--- src/design/rledme_pkg.sv ---
// Shared types and character constants for the run-length encoder.
package rledme_pkg;

  // Result group: at most 9 bytes caused by one input word
  localparam int GRP_MAX   = 9;
  localparam int GRP_IDX_W = $clog2(GRP_MAX + 1);
  localparam int DIG_N     = 4;
  localparam int DIG_IDX_W = $clog2(DIG_N);

  typedef logic [7:0]           byte_t;
  typedef logic [3:0]           digit_t;
  typedef logic [GRP_IDX_W-1:0] grp_cnt_t;

  // Group handed from the run stage to the output buffer
  typedef struct packed {
    logic                      vld;
    grp_cnt_t                  cnt;
    logic [GRP_MAX-1:0][7:0]   bytes;
  } grp_t;

  // Output characters
  localparam byte_t CH_STAR   = 8'h2A;
  localparam byte_t CH_HASH   = 8'h23;
  localparam byte_t CH_AT     = 8'h40;
  localparam byte_t CH_DOLLAR = 8'h24;
  localparam byte_t CH_LF     = 8'h0A;
  localparam byte_t CH_ZERO   = 8'h30;
  localparam byte_t CH_ONE    = 8'h31;

  localparam digit_t DIGIT_NINE = 4'd9;

endpackage

--- src/design/rledme_run_stage.sv ---
// Input register, decimal run counter and result group builder.
module rledme_run_stage
  import rledme_pkg::*;
(
  input  logic  clk,
  input  logic  rst_n,
  input  logic  in_valid,
  output logic  in_stall,
  input  byte_t in_data_byte,
  input  logic  in_line_end,
  input  logic  grp_free,
  output grp_t  grp
);

  logic   vld_r;
  byte_t  byte_r;
  logic   eol_r;

  byte_t  run_byte_r, run_byte_nxt;
  logic   run_open_r, run_open_nxt;
  digit_t dig_r   [DIG_N];
  digit_t dig_nxt [DIG_N];
  digit_t dig_inc [DIG_N];

  logic     at_cap;
  logic     extend;
  logic     advance;
  logic [2:0] num_dig;
  byte_t    marker;
  grp_cnt_t flush_len;
  grp_cnt_t grp_cnt;
  logic [GRP_MAX-1:0][7:0] grp_bytes;

  // Size the count form from the leading nonzero digit
  always_comb begin
    at_cap = 1'b1;
    for (int j = 0; j < DIG_N; j++) begin
      if (dig_r[j] != DIGIT_NINE) at_cap = 1'b0;
    end
    if (dig_r[3] != '0) begin
      num_dig = 3'd4;
      marker  = CH_DOLLAR;
    end else if (dig_r[2] != '0) begin
      num_dig = 3'd3;
      marker  = CH_AT;
    end else if (dig_r[1] != '0 || dig_r[0] == DIGIT_NINE) begin
      num_dig = 3'd2;
      marker  = CH_HASH;
    end else begin
      num_dig = 3'd1;
      marker  = CH_STAR;
    end
  end

  // Decide group length for the held word
  always_comb begin
    extend    = !eol_r && run_open_r && (byte_r == run_byte_r) && !at_cap;
    flush_len = run_open_r ? (grp_cnt_t'(num_dig) + grp_cnt_t'(2)) : '0;
    if (eol_r) begin
      grp_cnt = flush_len + grp_cnt_t'(3);
    end else if (extend) begin
      grp_cnt = '0;
    end else begin
      grp_cnt = flush_len;
    end
  end

  // Lay out marker, digits, run byte and the line-end tail
  always_comb begin
    grp_cnt_t pos;
    grp_cnt_t rel;
    grp_cnt_t dsel;
    for (int i = 0; i < GRP_MAX; i++) begin
      pos  = grp_cnt_t'(i);
      rel  = pos - flush_len;
      dsel = grp_cnt_t'(num_dig) - pos;
      if (pos < flush_len) begin
        if (pos == '0) begin
          grp_bytes[i] = marker;
        end else if (pos <= grp_cnt_t'(num_dig)) begin
          grp_bytes[i] = CH_ZERO | {4'b0000, dig_r[dsel[DIG_IDX_W-1:0]]};
        end else begin
          grp_bytes[i] = run_byte_r;
        end
      end else if (rel == '0) begin
        grp_bytes[i] = CH_STAR;
      end else if (rel == grp_cnt_t'(1)) begin
        grp_bytes[i] = CH_ONE;
      end else begin
        grp_bytes[i] = CH_LF;
      end
    end
  end

  // Decimal increment of the run count
  always_comb begin
    logic carry;
    carry = 1'b1;
    for (int j = 0; j < DIG_N; j++) begin
      if (carry && dig_r[j] == DIGIT_NINE) begin
        dig_inc[j] = '0;
      end else if (carry) begin
        dig_inc[j] = dig_r[j] + digit_t'(1);
        carry      = 1'b0;
      end else begin
        dig_inc[j] = dig_r[j];
      end
    end
  end

  // Next run state
  always_comb begin
    run_byte_nxt = run_byte_r;
    run_open_nxt = run_open_r;
    dig_nxt      = dig_r;
    if (eol_r) begin
      run_open_nxt = 1'b0;
      for (int j = 0; j < DIG_N; j++) dig_nxt[j] = '0;
    end else if (extend) begin
      dig_nxt = dig_inc;
    end else begin
      run_byte_nxt = byte_r;
      run_open_nxt = 1'b1;
      for (int j = 0; j < DIG_N; j++) dig_nxt[j] = '0;
      dig_nxt[0] = digit_t'(1);
    end
  end

  // Advance when no bytes come out or the buffer takes the group
  assign advance  = vld_r && (grp_cnt == '0 || grp_free);
  assign in_stall = vld_r && !advance;

  assign grp.vld   = vld_r;
  assign grp.cnt   = grp_cnt;
  assign grp.bytes = grp_bytes;

  // Input register control
  always_ff @(posedge clk) begin
    if (!rst_n) begin
      vld_r <= 1'b0;
    end else if (!in_stall) begin
      vld_r <= in_valid;
    end
  end

  // Input register payload
  always_ff @(posedge clk) begin
    if (in_valid && !in_stall) begin
      byte_r <= in_data_byte;
      eol_r  <= in_line_end;
    end
  end

  // Run state
  always_ff @(posedge clk) begin
    if (!rst_n) begin
      run_byte_r <= '0;
      run_open_r <= 1'b0;
      for (int j = 0; j < DIG_N; j++) dig_r[j] <= '0;
    end else if (advance) begin
      run_byte_r <= run_byte_nxt;
      run_open_r <= run_open_nxt;
      dig_r      <= dig_nxt;
    end
  end

endmodule

--- src/design/rledme_out_buffer.sv ---
// Result buffer that holds one group and drains it a word per cycle unless stalled.
module rledme_out_buffer
  import rledme_pkg::*;
(
  input  logic  clk,
  input  logic  rst_n,
  input  grp_t  grp,
  output logic  grp_free,
  output logic  out_valid,
  input  logic  out_stall,
  output byte_t out_byte,
  output logic  out_last
);

  logic     busy_r;
  grp_cnt_t idx_r;
  grp_cnt_t cnt_r;
  byte_t    buf_r [GRP_MAX];

  logic pop;
  logic load;

  // Drain control
  assign out_last  = (idx_r == cnt_r - grp_cnt_t'(1));
  assign pop       = busy_r && !out_stall;
  assign grp_free  = !busy_r || (pop && out_last);
  assign load      = grp.vld && grp.cnt != '0 && grp_free;
  assign out_valid = busy_r;
  assign out_byte  = buf_r[idx_r];

  // Advance read index, free on the final word
  always_ff @(posedge clk) begin
    if (!rst_n) begin
      busy_r <= 1'b0;
      idx_r  <= '0;
    end else if (load) begin
      busy_r <= 1'b1;
      idx_r  <= '0;
    end else if (pop) begin
      if (out_last) begin
        busy_r <= 1'b0;
      end else begin
        idx_r <= idx_r + grp_cnt_t'(1);
      end
    end
  end

  // Capture group payload
  always_ff @(posedge clk) begin
    if (load) begin
      cnt_r <= grp.cnt;
      for (int i = 0; i < GRP_MAX; i++) buf_r[i] <= grp.bytes[i];
    end
  end

endmodule

--- src/design/rle_decimal_marker_encoder_core.sv ---
// Top level of the run-length encoder with decimal count markers.
//
// Input channel (in_valid / in_stall): one word per text byte, or a line
// end with in_line_end set. Output channel (out_valid / out_stall): one
// encoded byte per word, out_last on the final byte caused by an input.
// A word is taken when valid is high and stall is low.
// The first encoded byte of a word passes through the input register and
// then the result buffer before it is presented; while the buffer is busy
// with an earlier group, the word waits in the input register.
// Throughput: a word that only extends a run is taken without waiting for the
// buffer. A word that closes a run or ends a line produces 3 to 9 bytes,
// and the single result buffer drains one byte per cycle while out_stall is
// low, so the next such word waits until the last byte of the previous group
// is taken. Words that produce nothing keep flowing while the buffer drains.
// A receiver stall holds the current byte; once the buffer is full the
// held input word stalls the input side.
// Reset (rst_n low, synchronous) closes any open run and empties both
// the input register and the result buffer.
module rle_decimal_marker_encoder_core
  import rledme_pkg::*;
(
  input  logic  clk,
  input  logic  rst_n,
  input  logic  in_valid,
  output logic  in_stall,
  input  byte_t in_data_byte,
  input  logic  in_line_end,
  output logic  out_valid,
  input  logic  out_stall,
  output byte_t out_byte,
  output logic  out_last
);

  grp_t grp;
  logic grp_free;

  // Run tracking and group building
  rledme_run_stage u_run_stage (
    .clk          (clk),
    .rst_n        (rst_n),
    .in_valid     (in_valid),
    .in_stall     (in_stall),
    .in_data_byte (in_data_byte),
    .in_line_end  (in_line_end),
    .grp_free     (grp_free),
    .grp          (grp)
  );

  // Result buffer and drain
  rledme_out_buffer u_out_buffer (
    .clk       (clk),
    .rst_n     (rst_n),
    .grp       (grp),
    .grp_free  (grp_free),
    .out_valid (out_valid),
    .out_stall (out_stall),
    .out_byte  (out_byte),
    .out_last  (out_last)
  );

`ifndef NO_ASSERTIONS
  // A blocked group holds its contents until the buffer takes it
  a_grp_hold: assert property (@(posedge clk) disable iff (!rst_n)
    (grp.vld && grp.cnt != '0 && !grp_free)
      |=> (grp.vld && $stable(grp.cnt) && $stable(grp.bytes)))
    else $error("blocked result group changed");

  // Input stalls only behind a group waiting for the buffer
  a_stall_cause: assert property (@(posedge clk) disable iff (!rst_n)
    in_stall |-> (grp.vld && grp.cnt != '0 && !grp_free))
    else $error("input stalled without a pending group");

  // Buffer frees while busy only as its final word is taken
  a_free_on_last: assert property (@(posedge clk) disable iff (!rst_n)
    (grp_free && out_valid) |-> (out_last && !out_stall))
    else $error("result buffer freed early");

  // Groups never exceed the buffer depth
  a_grp_size: assert property (@(posedge clk) disable iff (!rst_n)
    grp.vld |-> (grp.cnt <= grp_cnt_t'(GRP_MAX)))
    else $error("result group too long");
`endif

endmodule
--- config.mk ---
export PLATFORM = sky130hd
export DESIGN_NAME = rle_decimal_marker_encoder_core
export DESIGN_NICKNAME = d
export VERILOG_FILES = /design/src/design/rledme_pkg.sv /design/src/design/rledme_run_stage.sv /design/src/design/rledme_out_buffer.sv /design/src/design/rle_decimal_marker_encoder_core.sv
export SDC_FILE = /design/constraint.sdc
export NUM_CORES = 1
export LEC_CHECK = 0
export BUFFER_PORTS_ARGS = -buffer_cell sky130_fd_sc_hd__buf_2
export CORE_MARGIN = 3
export CORE_UTILIZATION = 45
export CTS_CLUSTER_DIAMETER = 120
export DETAILED_ROUTE_END_ITERATION = 10
export SLEW_MARGIN = 20
export SYNTH_ARGS = -nofsm -noshare
export SYNTH_HDL_FRONTEND = slang
export SYNTH_SLANG_ARGS = --single-unit
--- constraint.sdc ---
create_clock -name clk -period 14.45 [get_ports clk]
set_input_delay 2.1675 -clock clk [delete_from_list [all_inputs] [get_ports clk]]
set_output_delay 2.1675 -clock clk [all_outputs]
set_load 0.05 [all_outputs]
==> results of run 1 <==
==> worst max-delay path, stage by stage (launching register included) <==
cell	delay, ns
sky130_fd_sc_hd__dfxtp_1	0.35
sky130_fd_sc_hd__inv_1	0.11
sky130_fd_sc_hd__ha_1	0.22
sky130_fd_sc_hd__nand3b_1	0.60
sky130_fd_sc_hd__o21ai_0	0.84
sky130_fd_sc_hd__ha_1	0.75
sky130_fd_sc_hd__o21ai_1	0.15
sky130_fd_sc_hd__o21ai_1	0.33
sky130_fd_sc_hd__o21a_1	0.18
sky130_fd_sc_hd__o21ai_1	0.13
sky130_fd_sc_hd__nor2_1	0.22
sky130_fd_sc_hd__buf_2	0.30
==> per-stage QoR <==
| step | cells | hold WS, ns |
|---|---|---|
| after floorplan | 566 | 0.482 |
| after global placement | 732 | 0.514 |
| final | 763 | 0.531 |
| after CTS | 763 | 0.532 |
| after detailed placement | 732 | 0.523 |
| after global routing | 763 | 0.576 |
==> cells by family after synthesis <==
kind of cell,count (synthesis)
XOR/XNOR,19
adder cells (fa/ha/maj),19
flip-flops,116
multiplexers,41
buffers and inverters,57
other,1
AO/OA/AOI/OAI,117
AND/OR/NAND/NOR,189
==> placed cells by master, fill, tap and decap left out, types with 4 or more instances in the layout <==
master / netlist / layout
sky130_fd_sc_hd__xnor2_1: 4 / 4
sky130_fd_sc_hd__inv_1: 23 / 23
sky130_fd_sc_hd__nand3_1: 9 / 9
sky130_fd_sc_hd__clkbuf_16: 0 / 17
sky130_fd_sc_hd__buf_2: 5 / 23
sky130_fd_sc_hd__nand2b_1: 4 / 4
sky130_fd_sc_hd__nor2b_1: 6 / 6
sky130_fd_sc_hd__or3_1: 5 / 5
sky130_fd_sc_hd__o21a_1: 7 / 7
sky130_fd_sc_hd__mux4_2: 15 / 15
sky130_fd_sc_hd__o21ai_1: 7 / 7
sky130_fd_sc_hd__nor2_1: 63 / 62
sky130_fd_sc_hd__nand3b_1: 6 / 6
sky130_fd_sc_hd__buf_4: 0 / 5
sky130_fd_sc_hd__conb_1: 1 / 8
sky130_fd_sc_hd__xor2_1: 14 / 14
sky130_fd_sc_hd__nand4_1: 9 / 9
sky130_fd_sc_hd__nand2_1: 45 / 45
sky130_fd_sc_hd__edfxtp_1: 81 / 81
sky130_fd_sc_hd__nor4_1: 4 / 4
sky130_fd_sc_hd__nor3_1: 11 / 11
sky130_fd_sc_hd__clkinv_1: 0 / 4
sky130_fd_sc_hd__dfxtp_1: 35 / 34
sky130_fd_sc_hd__mux2i_1: 25 / 25
sky130_fd_sc_hd__bufinv_16: 0 / 6
sky130_fd_sc_hd__ha_1: 19 / 19
sky130_fd_sc_hd__a211oi_1: 7 / 7
sky130_fd_sc_hd__o21ai_0: 28 / 28
sky130_fd_sc_hd__a21oi_1: 36 / 36
==> power groups by stage <==
| stage | logic, uW | registers (uW) | clock network (uW) |
|---|---|---|---|
| finish | 76.6 | 386 | 461 |
| global route | 84.0 | 388 | 483 |
| CTS | 76.5 | 387 | 468 |
| detailed placement | 76.2 | 393 | 0 |
| global placement | 75.4 | 392 | 0 |
| floorplan | 60.3 | 388 | 0 |
==> worst min path at each step <==
stage | from | end | slack (ns)
3_3_place_gp | u_run_stage.dig_r[1] | u_run_stage.dig_r[1] | 0.51
6_report | u_run_stage.dig_r[13] | u_run_stage.dig_r[13] | 0.53
5_1_grt | u_run_stage.dig_r[13] | u_run_stage.dig_r[13] | 0.58
2_1_floorplan | u_run_stage.dig_r[13] | u_run_stage.dig_r[13] | 0.48
4_1_cts | u_run_stage.dig_r[1] | u_run_stage.dig_r[1] | 0.53
3_5_place_dp | u_run_stage.dig_r[13] | u_run_stage.dig_r[13] | 0.52
==> sequential cells by signal, summed over array words and instances (netlist names), named ones only <==
signal,flops
u_out_buffer.buf_r,68
u_out_buffer.cnt_r,4
u_out_buffer.idx_r,4
u_out_buffer.out_valid,1
u_run_stage.byte_r,8
u_run_stage.dig_r,16
u_run_stage.eol_r,1
u_run_stage.run_byte_r,8
u_run_stage.run_open_r,1
u_run_stage.vld_r,1
==> layer usage <==
metal  wire length (um)  share of wire [%]  vias up  GRT usage [%]
li1                   -                  -     2091              -
met1               6710                 47     2076           28.5
met2               6590                 46      110           30.7
met3                578                4.1       29           4.79
met4                346                2.4        0           8.05
met5                  0                  0        -              0
==> final cells by class <==
class	count	area [sq um]
multi-input cells	393	2770
flip-flops and latches	116	3130
well taps	172	215
repair buffers	28	153
clock buffers	19	433
clock inverters	12	209
fillers	1181	5930
inverters	23	86.3
==> metrics.md, run 1 <==
| Metric | Value |
|---|---|
| Result of the run | completed |
| Synth top area share | 40.0% |
| Width of the die | 122 um |
| Clock-pin transition on the worst setup and hold timing paths | 0.05 ns |
| Core area | 0.0129 sq mm |
| Static power due to leakage | 0.00255 uW |
| Synth area leaders | sky130_fd_sc_hd__edfxtp_1 (40%), sky130_fd_sc_hd__dfxtp_1 (12%), sky130_fd_sc_hd__mux4_2 (5.6%), sky130_fd_sc_hd__mux2i_1 (4.1%), sky130_fd_sc_hd__ha_1 (3.9%) |
| Final worst path period share | 46.9% |
| Syn Area/Cell | 10.9 sq um |
| Chip height | 122 um |
| Count of unique library cells instantiated by Yosys | 65 |
| Arithmetic-cell share of the synthesized area counting full adders, half adders and majority gates | 3.91% |
| Pre-Repair DR Iteration Count | 5 |
| Post-Synthesis Cells | 559 |
| Worst slack, placed | 8.20 ns |
| Total non-filler cell area in the finished layout | 0.00700 sq mm |
| Ranking of synthesized cells by instance count | sky130_fd_sc_hd__edfxtp_1 (81), sky130_fd_sc_hd__nor2_1 (63), sky130_fd_sc_hd__nand2_1 (45) |
| DR DRC count | 0 |
| Count of warnings emitted by yosys | 0 |
| Synthesized area | 0.00608 sq mm |
| Critical Path Start Type | flip-flop |
| Max transition margin | 39.8% |
| Most frequent cell after synthesis | sky130_fd_sc_hd__edfxtp_1 |
| Share of synthesized area spent on multiplexers | 9.86% |
| Global-route wire length before repair | 22900 um |
| Fraction of the core area covered by cells at the end of the flow | 54.1% |
| Dominant combinational cell family by area after synthesis | simple AND/OR/NAND/NOR gates |
| Pwr Total | 924 uW |
| Largest area contributor in the netlist | sky130_fd_sc_hd__edfxtp_1 |
| Slew @ Worst Pin | 0.900 ns |
| Net load switching power | 203 uW |
| Clock tree from TritonCTS | done |
| Number of design-rule violations left by the first detailed-router iteration | 319 |
| CTS Hold Bufs | 0 |
| Worst setup path class | flip-flop to output port |
| Area growth from synthesis to layout | 15.1% |
| Pin count of the biggest net entering global routing | 73 |
| Root buffer selected by CTS | sky130_fd_sc_hd__clkbuf_16 |
| Final GP Congestion | 0.927 |
| Minimum clock period | 6.77 ns |
| Total routing resource utilization after global routing | 20.4% |
| Compound-Gate Fraction of Synth Area | 12.1% |
| Final Routed Wirelength | 14200 um |
| Antenna violations before repair | 0 |
| Max-slew violation total from the final report | 0 |
| Start of the worst register-to-register path | u_run_stage.dig_r[0] |
| Average via count per standard cell | 5.64 |
| Critical path fanouts, max | 22 |
| Total of buffers placed on input and output ports | 23 |
| Final worst slack | 7.68 ns |
| Cell count of the worst hold path | 2 |
| Largest clock skew in the final design | 0.0105 ns |
| Ys flop type | sky130_fd_sc_hd__edfxtp_1 |
| Cell Rows | 41 |
| Starting utilization of the core area | 47.0% |
| H-tree levels | 4 |
| # resized after CTS | 0 |
| Worst vdd rail ir drop | 69.3 uV |
| Reg2Reg Depth | 11 |
| Capture instance of the worst register-to-register path | u_out_buffer.buf_r[0][2] |
| Final HPWL from detailed placement | 10100 um |
| Parity-gate share of the synthesized area counting xor and xnor cells | 2.96% |
| Hold Path Class | flip-flop to flip-flop |
| Synth Register Bits | 116 |
| Average routed wire per standard cell | 18.6 um |
| Number of clock buffers inserted by TritonCTS | 17 |
| Total die area | 0.0149 sq mm |
| Worst setup path endpoint | in_stall |
| Clk sink count | 116 |
| Number of enable flip-flop cells after synthesis | 81 |
| Part of the total power dissipated in sequential elements | 41.8% |
| Worst EP arrival | 4.60 ns |
| Switching part of the total | 22.0% |
| Data required, critical path | 12.28 ns |
| Worst-skew pair later-pin latency | 0.42 ns |
| ANT cells | 0 |
| Setup bufs post-CTS | 0 |
| Worst setup EP type | output port |
| Number of nets in the layout | 611 |
| Fraction of registers with async set or reset after synthesis | 0% |
| Sequential area share after synthesis | 51.5% |
| Cell-internal power | 721 uW |
| Fraction of the mapped netlist area in simple logic gates | 16.0% |
| Final Setup Violations | 0 |
| Final hold violation count | 0 |
| Via count of the first global-routing pass | 4117 |
| Leftover overflow at the end of global routing | 0 |
| Highest Clock Rate | 148 MHz |
| Max clock buf depth | 2 |
| Top-level port count | 24 |
| Setup repair after global routing missed its margin | false |
| Dpl cell area | 0.00635 sq mm |
| Max-cap viol count | 0 |
| Total negative setup slack | 0 ns |
| Share of final-layout standard cells stronger than drive strength 1 | 14.6% |
| Worst Setup SP | u_run_stage.dig_r[0] |
| Post-DRT Antenna Nets | 0 |
| Combinational fraction of design power | 8.3% |
| Minimum setup slack among reg-to-reg paths | 9.56 ns |
| Clk network pwr share | 49.9% |
| DR vias | 4306 |
| Pwr dens | 132 mW/mm^2 |
No activity file was read; power rests on OpenSTA's default activity.
==> run 2, diff against run 1 <==
==> constraint.sdc (replaced) <==
create_clock -name clk -period 5.6 [get_ports clk]
set_input_delay 0.84 -clock clk [delete_from_list [all_inputs] [get_ports clk]]
set_output_delay 0.84 -clock clk [all_outputs]
set_load 0.05 [all_outputs]
==> run 2 against run 1 <==
Sequential share of layout area increased by 0.19 points. Critical path depth increased by 2. Final cell count increased by 0.52%. Clock power increased by 130%. Die area unchanged. Core utilization decreased by 0.23 points.
==> metrics.md, run 2 (synthesis results as in run 1) <==
| Metric | Value |
|---|---|
| Cell count of the worst hold path | 2 (unchanged) |
| Total routing resource utilization after global routing | 20.5% (+0.095 points) |
| Worst vdd rail ir drop | 187 uV (+170%) |
| Post-DRT Antenna Nets | 0 (unchanged) |
| Result of the run | completed |
| Total of buffers placed on input and output ports | 23 (unchanged) |
| Worst EP arrival | 3.71 ns (-0.89 ns) |
| Average routed wire per standard cell | 18.6 um (-0.30%) |
| # resized after CTS | 0 (unchanged) |
| Final Routed Wirelength | 14200 um (+0.23%) |
| Fraction of the core area covered by cells at the end of the flow | 53.9% (-0.23 points) |
| Top-level port count | 24 (unchanged) |
| Setup repair after global routing missed its margin | false |
| Met2 Routed Length | 6670 um (+1.2%) |
| Clk sink count | 116 (unchanged) |
| Capture instance of the worst register-to-register path | u_run_stage.byte_r[5] |
| Most flop-heavy register | u_out_buffer.buf_r |
| Average via count per standard cell | 5.58 (-1.1%) |
| Max clock buf depth | 2 (unchanged) |
| Most frequent cells in the layout | sky130_fd_sc_hd__edfxtp_1 (81), sky130_fd_sc_hd__nor2_1 (62), sky130_fd_sc_hd__nand2_1 (45), sky130_fd_sc_hd__a21oi_1 (36), sky130_fd_sc_hd__dfxtp_1 (34) |
| Pwr dens | 325 mW/mm^2 (+150%) |
| Number of design-rule violations left by the first detailed-router iteration | 269 (-16%) |
| Hold Path Class | flip-flop to flip-flop |
| Non-filler cells in the finished layout | 767 (+0.52%) |
| Fill cell total of the finished layout | 1176 (-0.42%) |
| Topmost layer with routed signal wires | met4 |
| Largest clock skew in the final design | 0.00795 ns (-0.00255 ns) |
| Final Setup Violations | 0 (unchanged) |
| Number of flip-flops under the largest register name | 68 (unchanged) |
| Number of clock buffers inserted by TritonCTS | 17 (unchanged) |
| Pre-Repair DR Iteration Count | 7 (+2) |
| Total die area | 0.0149 sq mm (unchanged) |
| Clock-pin transition on the worst setup and hold timing paths | 0.05 ns (about the same) |
| Largest registers ranked by flip-flop count | u_out_buffer.buf_r x68, u_run_stage.dig_r x16 |
| Worst-skew pair later-pin latency | 0.42 ns (about the same) |
| Reg2Reg Depth | 12 (+1) |
| Clock tree from TritonCTS | done |
| Number of nets in the layout | 614 (+0.49%) |
| Minimum clock period | 4.55 ns |
| Worst setup EP type | output port |
| Share of final-layout standard cells stronger than drive strength 1 | 15.5% (+0.91 points) |
| Final worst path period share | 81.2% |
| Via count of the first global-routing pass | 4215 (+2.4%) |
| Min-delay src | u_run_stage.dig_r[13] |
| Commonest non-fill, non-tap cell in the layout | sky130_fd_sc_hd__edfxtp_1 |
| Total negative setup slack | 0 ns (unchanged) |
| Pin count of the biggest net entering global routing | 73 (unchanged) |
| Area occupied by registers | 0.00313 sq mm (unchanged) |
| Critical Path Start Type | flip-flop |
| Worst setup path class | flip-flop to output port |
| Max-cap viol count | 0 (unchanged) |
| Max-slew violation total from the final report | 0 (unchanged) |
| Static power due to leakage | 0.00254 uW (-0.51%) |
| Max transition margin | 40.8% (+0.96 points) |
| DR vias | 4280 (-0.60%) |
| Worst Hold Endpoint | u_run_stage.dig_r[13] |
| Starting utilization of the core area | 47.0% (unchanged) |
| Slew @ Worst Pin | 0.886 ns (-0.0144 ns) |
| Dpl cells | 735 (+0.41%) |
| Data required, critical path | 4.76 ns (-7.52 ns) |
| Multi-input combinational cell area | 0.00277 sq mm (unchanged) |
| Start of the worst register-to-register path | u_run_stage.dig_r[9] |
| Global-route wire length before repair | 22900 um (-0.21%) |
| WHS | 0.533 ns (+0.00217 ns) |
| DR DRC count | 0 (unchanged) |
| Cell Rows | 41 (unchanged) |
| Critical path fanouts, max | 7 (-68%) |
| Leftover overflow at the end of global routing | 0 (unchanged) |
| Final GP Congestion | 0.895 (-3.5%) |
| Root buffer selected by CTS | sky130_fd_sc_hd__clkbuf_16 |
| Final HPWL from detailed placement | 10100 um (+0.26%) |
| Core area | 0.0129 sq mm (unchanged) |
| Minimum setup slack among reg-to-reg paths | 1.49 ns (-8.07 ns) |
| Highest Clock Rate | 220 MHz |
| Chip height | 122 um (unchanged) |
| H-tree levels | 4 (unchanged) |
| Routed length on met1 | 6860 um (+2.3%) |
| Routed wire length on met3 | 527 um (-8.8%) |
| Antenna violations before repair | 0 (unchanged) |
| Setup bufs post-CTS | 0 (unchanged) |
| CTS Hold Bufs | 0 (unchanged) |
| Width of the die | 122 um (unchanged) |
| Final hold violation count | 0 (unchanged) |
| ANT cells | 0 (unchanged) |
| Area growth from synthesis to layout | 14.6% |
## run 2: changes by cell type in the layout (fill, tap and decap cells not counted), moves of 2 or more
cell and delta:
sky130_fd_sc_hd__clkbuf_8 +4, sky130_fd_sc_hd__clkinv_1 -3, sky130_fd_sc_hd__buf_4 +3, sky130_fd_sc_hd__bufinv_16 -4
sky130_fd_sc_hd__clkinvlp_4 +2
## run 2: report_power, final
part           total, uW  internal, uW  switching (uW)
logic                199          69.8             129
clock network       1070           699             367
registers            998           968            29.7
## run 2: final cells by class
type	count	share of cell area [%]
Inverter	23	1.24
Multi-Input combinational cell	393	39.7
Tap cell	172	3.09
Clock inverter	8	1.40
Sequential cell	116	45.0
Clock buffer	24	7.06
Timing Repair Buffer	31	2.51
## run 2: critical path: stages (launching register included)
cell                      delay [ns]
sky130_fd_sc_hd__dfxtp_1        0.38
sky130_fd_sc_hd__inv_1          0.11
sky130_fd_sc_hd__ha_1           0.13
sky130_fd_sc_hd__or3b_1         0.39
sky130_fd_sc_hd__o21ai_0        0.54
sky130_fd_sc_hd__nand3_1        0.28
sky130_fd_sc_hd__inv_1          0.21
sky130_fd_sc_hd__ha_1           0.26
sky130_fd_sc_hd__nor2b_1        0.15
sky130_fd_sc_hd__nor2_1         0.07
sky130_fd_sc_hd__o21ai_0        0.08
sky130_fd_sc_hd__o21ai_1        0.17
sky130_fd_sc_hd__nor2_1         0.21
sky130_fd_sc_hd__buf_2          0.30
## run 2: worst max-delay path by stage
stage,startpoint,end
6_report,u_run_stage.dig_r[9],in_stall
4_1_cts,u_run_stage.dig_r[8],in_stall
3_5_place_dp,u_run_stage.dig_r[8],u_run_stage.byte_r[5]
5_1_grt,u_run_stage.dig_r[4],in_stall
2_1_floorplan,u_run_stage.dig_r[4],u_out_buffer.buf_r[0][0]
3_3_place_gp,u_run_stage.dig_r[8],u_run_stage.byte_r[7]
## run 2: per-stage QoR
stage | area (sq um) | setup WS, ns | total power (uW)
finish | 6970 | 1.05 | 2260
global route | 6970 | 0.721 | 2350
CTS | 6970 | 1.06 | 2280
detailed placement | 6380 | 1.45 | 1210
global placement | 6380 | 1.56 | 1210
floorplan | 6110 | 0.979 | 1160
## run 2: metal layers
metal	up-vias	global-route usage (%)
met1	2083	29.1
met2	90	31.6
met4	0	6.16
met5	-	0
li1	2089	-
met3	18	4.42
==> run 3, diff against run 2 <==
==> constraint.sdc (replaced) <==
create_clock -name clk -period 4.3 [get_ports clk]
set_input_delay 0.645 -clock clk [delete_from_list [all_inputs] [get_ports clk]]
set_output_delay 0.645 -clock clk [all_outputs]
set_load 0.05 [all_outputs]
==> run 3 against run 2 <==
Hold slack got worse by 0.13 ns. Count of clock-buffer cells in the layout fell by 6. Core utilization rose by 0.53 points. Routed wire length fell by 0.54%. Via count rose by 1.6%. Combinational power rose by 40%. Die area did not move. Non-clock buffer count rose by 9. Clock power rose by 29%. Critical path depth fell by 1. Sequential share of layout area fell by 0.46 points. Design area rose by 0.99%. Largest cell class unchanged. Largest power group unchanged. Highest routed layer unchanged.
==> metrics.md, run 3 (synthesis results as in run 1) <==
| Metric | Value |
|---|---|
| Dpl cell area | 0.00646 sq mm (+1.2%) |
| Worst setup path class | flip-flop to output port |
| Core area | 0.0129 sq mm (unchanged) |
| Highest Clock Rate | 247 MHz |
| Largest registers ranked by flip-flop count | u_out_buffer.buf_r x68, u_run_stage.dig_r x16 |
| Number of nets in the layout | 623 (+1.5%) |
| Number of flip-flops under the largest register name | 68 (unchanged) |
| Post-DRT Antenna Nets | 0 (unchanged) |
| Via count of the first global-routing pass | 4216 (+0.024%) |
| Max transition margin | 40.3% (-0.52 points) |
| Minimum setup slack among reg-to-reg paths | 0.53 ns (-0.96 ns) |
| Worst Hold Endpoint | u_run_stage.byte_r[3] |
| Antenna violations before repair | 0 (unchanged) |
| Pwr dens | 418 mW/mm^2 (+29%) |
| Start of the worst register-to-register path | u_run_stage.dig_r[4] |
| CTS Hold Bufs | 0 (unchanged) |
| Result of the run | completed |
| Average routed wire per standard cell | 18.3 um (-1.4%) |
| Worst vdd rail ir drop | 246 uV (+31%) |
| Static power due to leakage | 0.00258 uW (+1.6%) |
| Clk sink count | 116 (unchanged) |
| Worst-skew pair later-pin latency | 0.42 ns (about the same) |
| Total of buffers placed on input and output ports | 23 (unchanged) |
| Max clock buf depth | 2 (unchanged) |
| Area growth from synthesis to layout | 15.7% |
| Starting utilization of the core area | 47.0% (unchanged) |
| H-tree levels | 4 (unchanged) |
| Total routing resource utilization after global routing | 20.3% (-0.12 points) |
| Final worst path period share | 94.1% |
| Pre-Repair DR Iteration Count | 5 (-2) |
| Root buffer selected by CTS | sky130_fd_sc_hd__clkbuf_16 |
| Final Setup Violations | 0 (unchanged) |
| Critical Path Start Type | flip-flop |
| Worst setup EP type | output port |
| Number of clock buffers inserted by TritonCTS | 17 (unchanged) |
| Min-delay src | in_data_byte[3] |
| Number of design-rule violations left by the first detailed-router iteration | 367 (+36%) |
| Setup repair after global routing missed its margin | false |
| Clock-pin transition on the worst setup and hold timing paths | 0.05 ns (about the same) |
| Average via count per standard cell | 5.62 (+0.67%) |
| Total die area | 0.0149 sq mm (unchanged) |
| Max-slew violation total from the final report | 0 (unchanged) |
| Minimum clock period | 4.05 ns |
| Slew @ Worst Pin | 0.894 ns (+0.00782 ns) |
| DR vias | 4348 (+1.6%) |
| Chip height | 122 um (unchanged) |
| ANT cells | 0 (unchanged) |
| Final HPWL from detailed placement | 9990 um (-0.88%) |
| Total non-filler cell area in the finished layout | 0.00704 sq mm (+0.99%) |
| Largest clock skew in the final design | 0.00819 ns (+0.000239 ns) |
| Global-route wire length before repair | 22800 um (-0.39%) |
| Reg2Reg Depth | 12 (unchanged) |
| Total negative setup slack | 0 ns (unchanged) |
| Data required, critical path | 3.65 ns (-1.11 ns) |
| Final hold violation count | 0 (unchanged) |
| Max-cap viol count | 0 (unchanged) |
| Worst EP arrival | 3.40 ns (-0.31 ns) |
| Hold Path Class | input port to flip-flop |
| Top-level port count | 24 (unchanged) |
| Width of the die | 122 um (unchanged) |
| Cell Rows | 41 (unchanged) |
| Leftover overflow at the end of global routing | 0 (unchanged) |
| Commonest non-fill, non-tap cell in the layout | sky130_fd_sc_hd__edfxtp_1 |
| Capture instance of the worst register-to-register path | u_run_stage.byte_r[7] |
| Most flop-heavy register | u_out_buffer.buf_r |
| Critical path fanouts, max | 20 (+13) |
| Fill cell total of the finished layout | 1142 (-2.9%) |
| Final Routed Wirelength | 14200 um (-0.54%) |
| Clock tree from TritonCTS | done |
| Pwr Total | 2940 uW (+30%) |
| Share of final-layout standard cells stronger than drive strength 1 | 16.9% (+1.5 points) |
| Fraction of the core area covered by cells at the end of the flow | 54.4% (+0.53 points) |
| Cell count of the worst hold path | 1 (-1) |
| DR DRC count | 0 (unchanged) |
| Pin count of the biggest net entering global routing | 67 (-8.2%) |
| Final GP Congestion | 0.942 (+5.2%) |
| Most frequent cells in the layout | sky130_fd_sc_hd__edfxtp_1 (81), sky130_fd_sc_hd__nor2_1 (61), sky130_fd_sc_hd__nand2_1 (45), sky130_fd_sc_hd__a21oi_1 (36), sky130_fd_sc_hd__dfxtp_1 (35) |
==> run 3: changes by cell type in the layout (fill, tap and decap cells not counted), moves of 2 or more <==
cell / delta
sky130_fd_sc_hd__clkbuf_1: -2
sky130_fd_sc_hd__clkbuf_8: -4
sky130_fd_sc_hd__o21ai_0: -2
sky130_fd_sc_hd__buf_4: +8
sky130_fd_sc_hd__clkinv_2: +3
==> run 3: layout make-up <==
class                   instances  area [sq um]  area share, %
clock inverters                12           139           1.97
multi-input cells             393          2780           39.4
repair buffers                 40           258           3.66
clock buffers                  18           429           6.10
flip-flops and latches        116          3130           44.5
well taps                     172           215           3.06
inverters                      23          86.3           1.23
==> run 3: repair_timing <==
action                                  4_1_cts  5_1_grt
setup buffers                                 0        0
endpoints found under the setup margin        1       10
gates resized for setup                       1        5
endpoints found under the hold margin         0        0
==> run 3: worst max path at each step <==
| stage | startpoint | to | cells past startpoint |
|---|---|---|---|
| floorplan | u_run_stage.dig_r[4] | u_out_buffer.buf_r[0][0] | 12 |
| global placement | u_run_stage.dig_r[4] | u_run_stage.byte_r[7] | 12 |
| detailed placement | u_run_stage.dig_r[4] | u_run_stage.byte_r[7] | 12 |
| CTS | u_run_stage.dig_r[4] | in_stall | 12 |
| global route | u_run_stage.dig_r[8] | in_stall | 12 |
| finish | u_run_stage.dig_r[8] | in_stall | 12 |
==> run 3: where the power goes <==
group	internal, uW	switching [uW]	total, uW
combinational	97.9	180	278
clock	894	483	1380
sequential	1260	29.6	1290
==> run 3: routing by layer <==
metal / track usage [%] / share of wire (%)
met4: 9.87 / 3.2
met2: 29.9 / 45
met1: 28.6 / 48
met3: 4.47 / 3.7
met5: 0 / 0
==> run 3: metrics by stage <==
stage               hold WS [ns]  worst slack, ns  std cells
floorplan                  0.482            0.469        566
global placement           0.509            0.312        744
detailed placement         0.523           0.0709        744
CTS                        0.383           0.0399        774
global route               0.382         0.000909        774
finish                     0.399            0.252        774
==> run 3: critical path, stage by stage, from the launching register on <==
cell and delay, ns:
sky130_fd_sc_hd__dfxtp_1 0.38, sky130_fd_sc_hd__inv_1 0.13, sky130_fd_sc_hd__ha_1 0.14, sky130_fd_sc_hd__or3b_1 0.42
sky130_fd_sc_hd__nor3_2 0.25, sky130_fd_sc_hd__o21ai_2 0.14, sky130_fd_sc_hd__ha_1 0.25, sky130_fd_sc_hd__buf_4 0.21
sky130_fd_sc_hd__nand2b_1 0.20, sky130_fd_sc_hd__o21ai_0 0.22, sky130_fd_sc_hd__o21ai_1 0.20, sky130_fd_sc_hd__nor2_2 0.20
sky130_fd_sc_hd__clkbuf_4 0.26
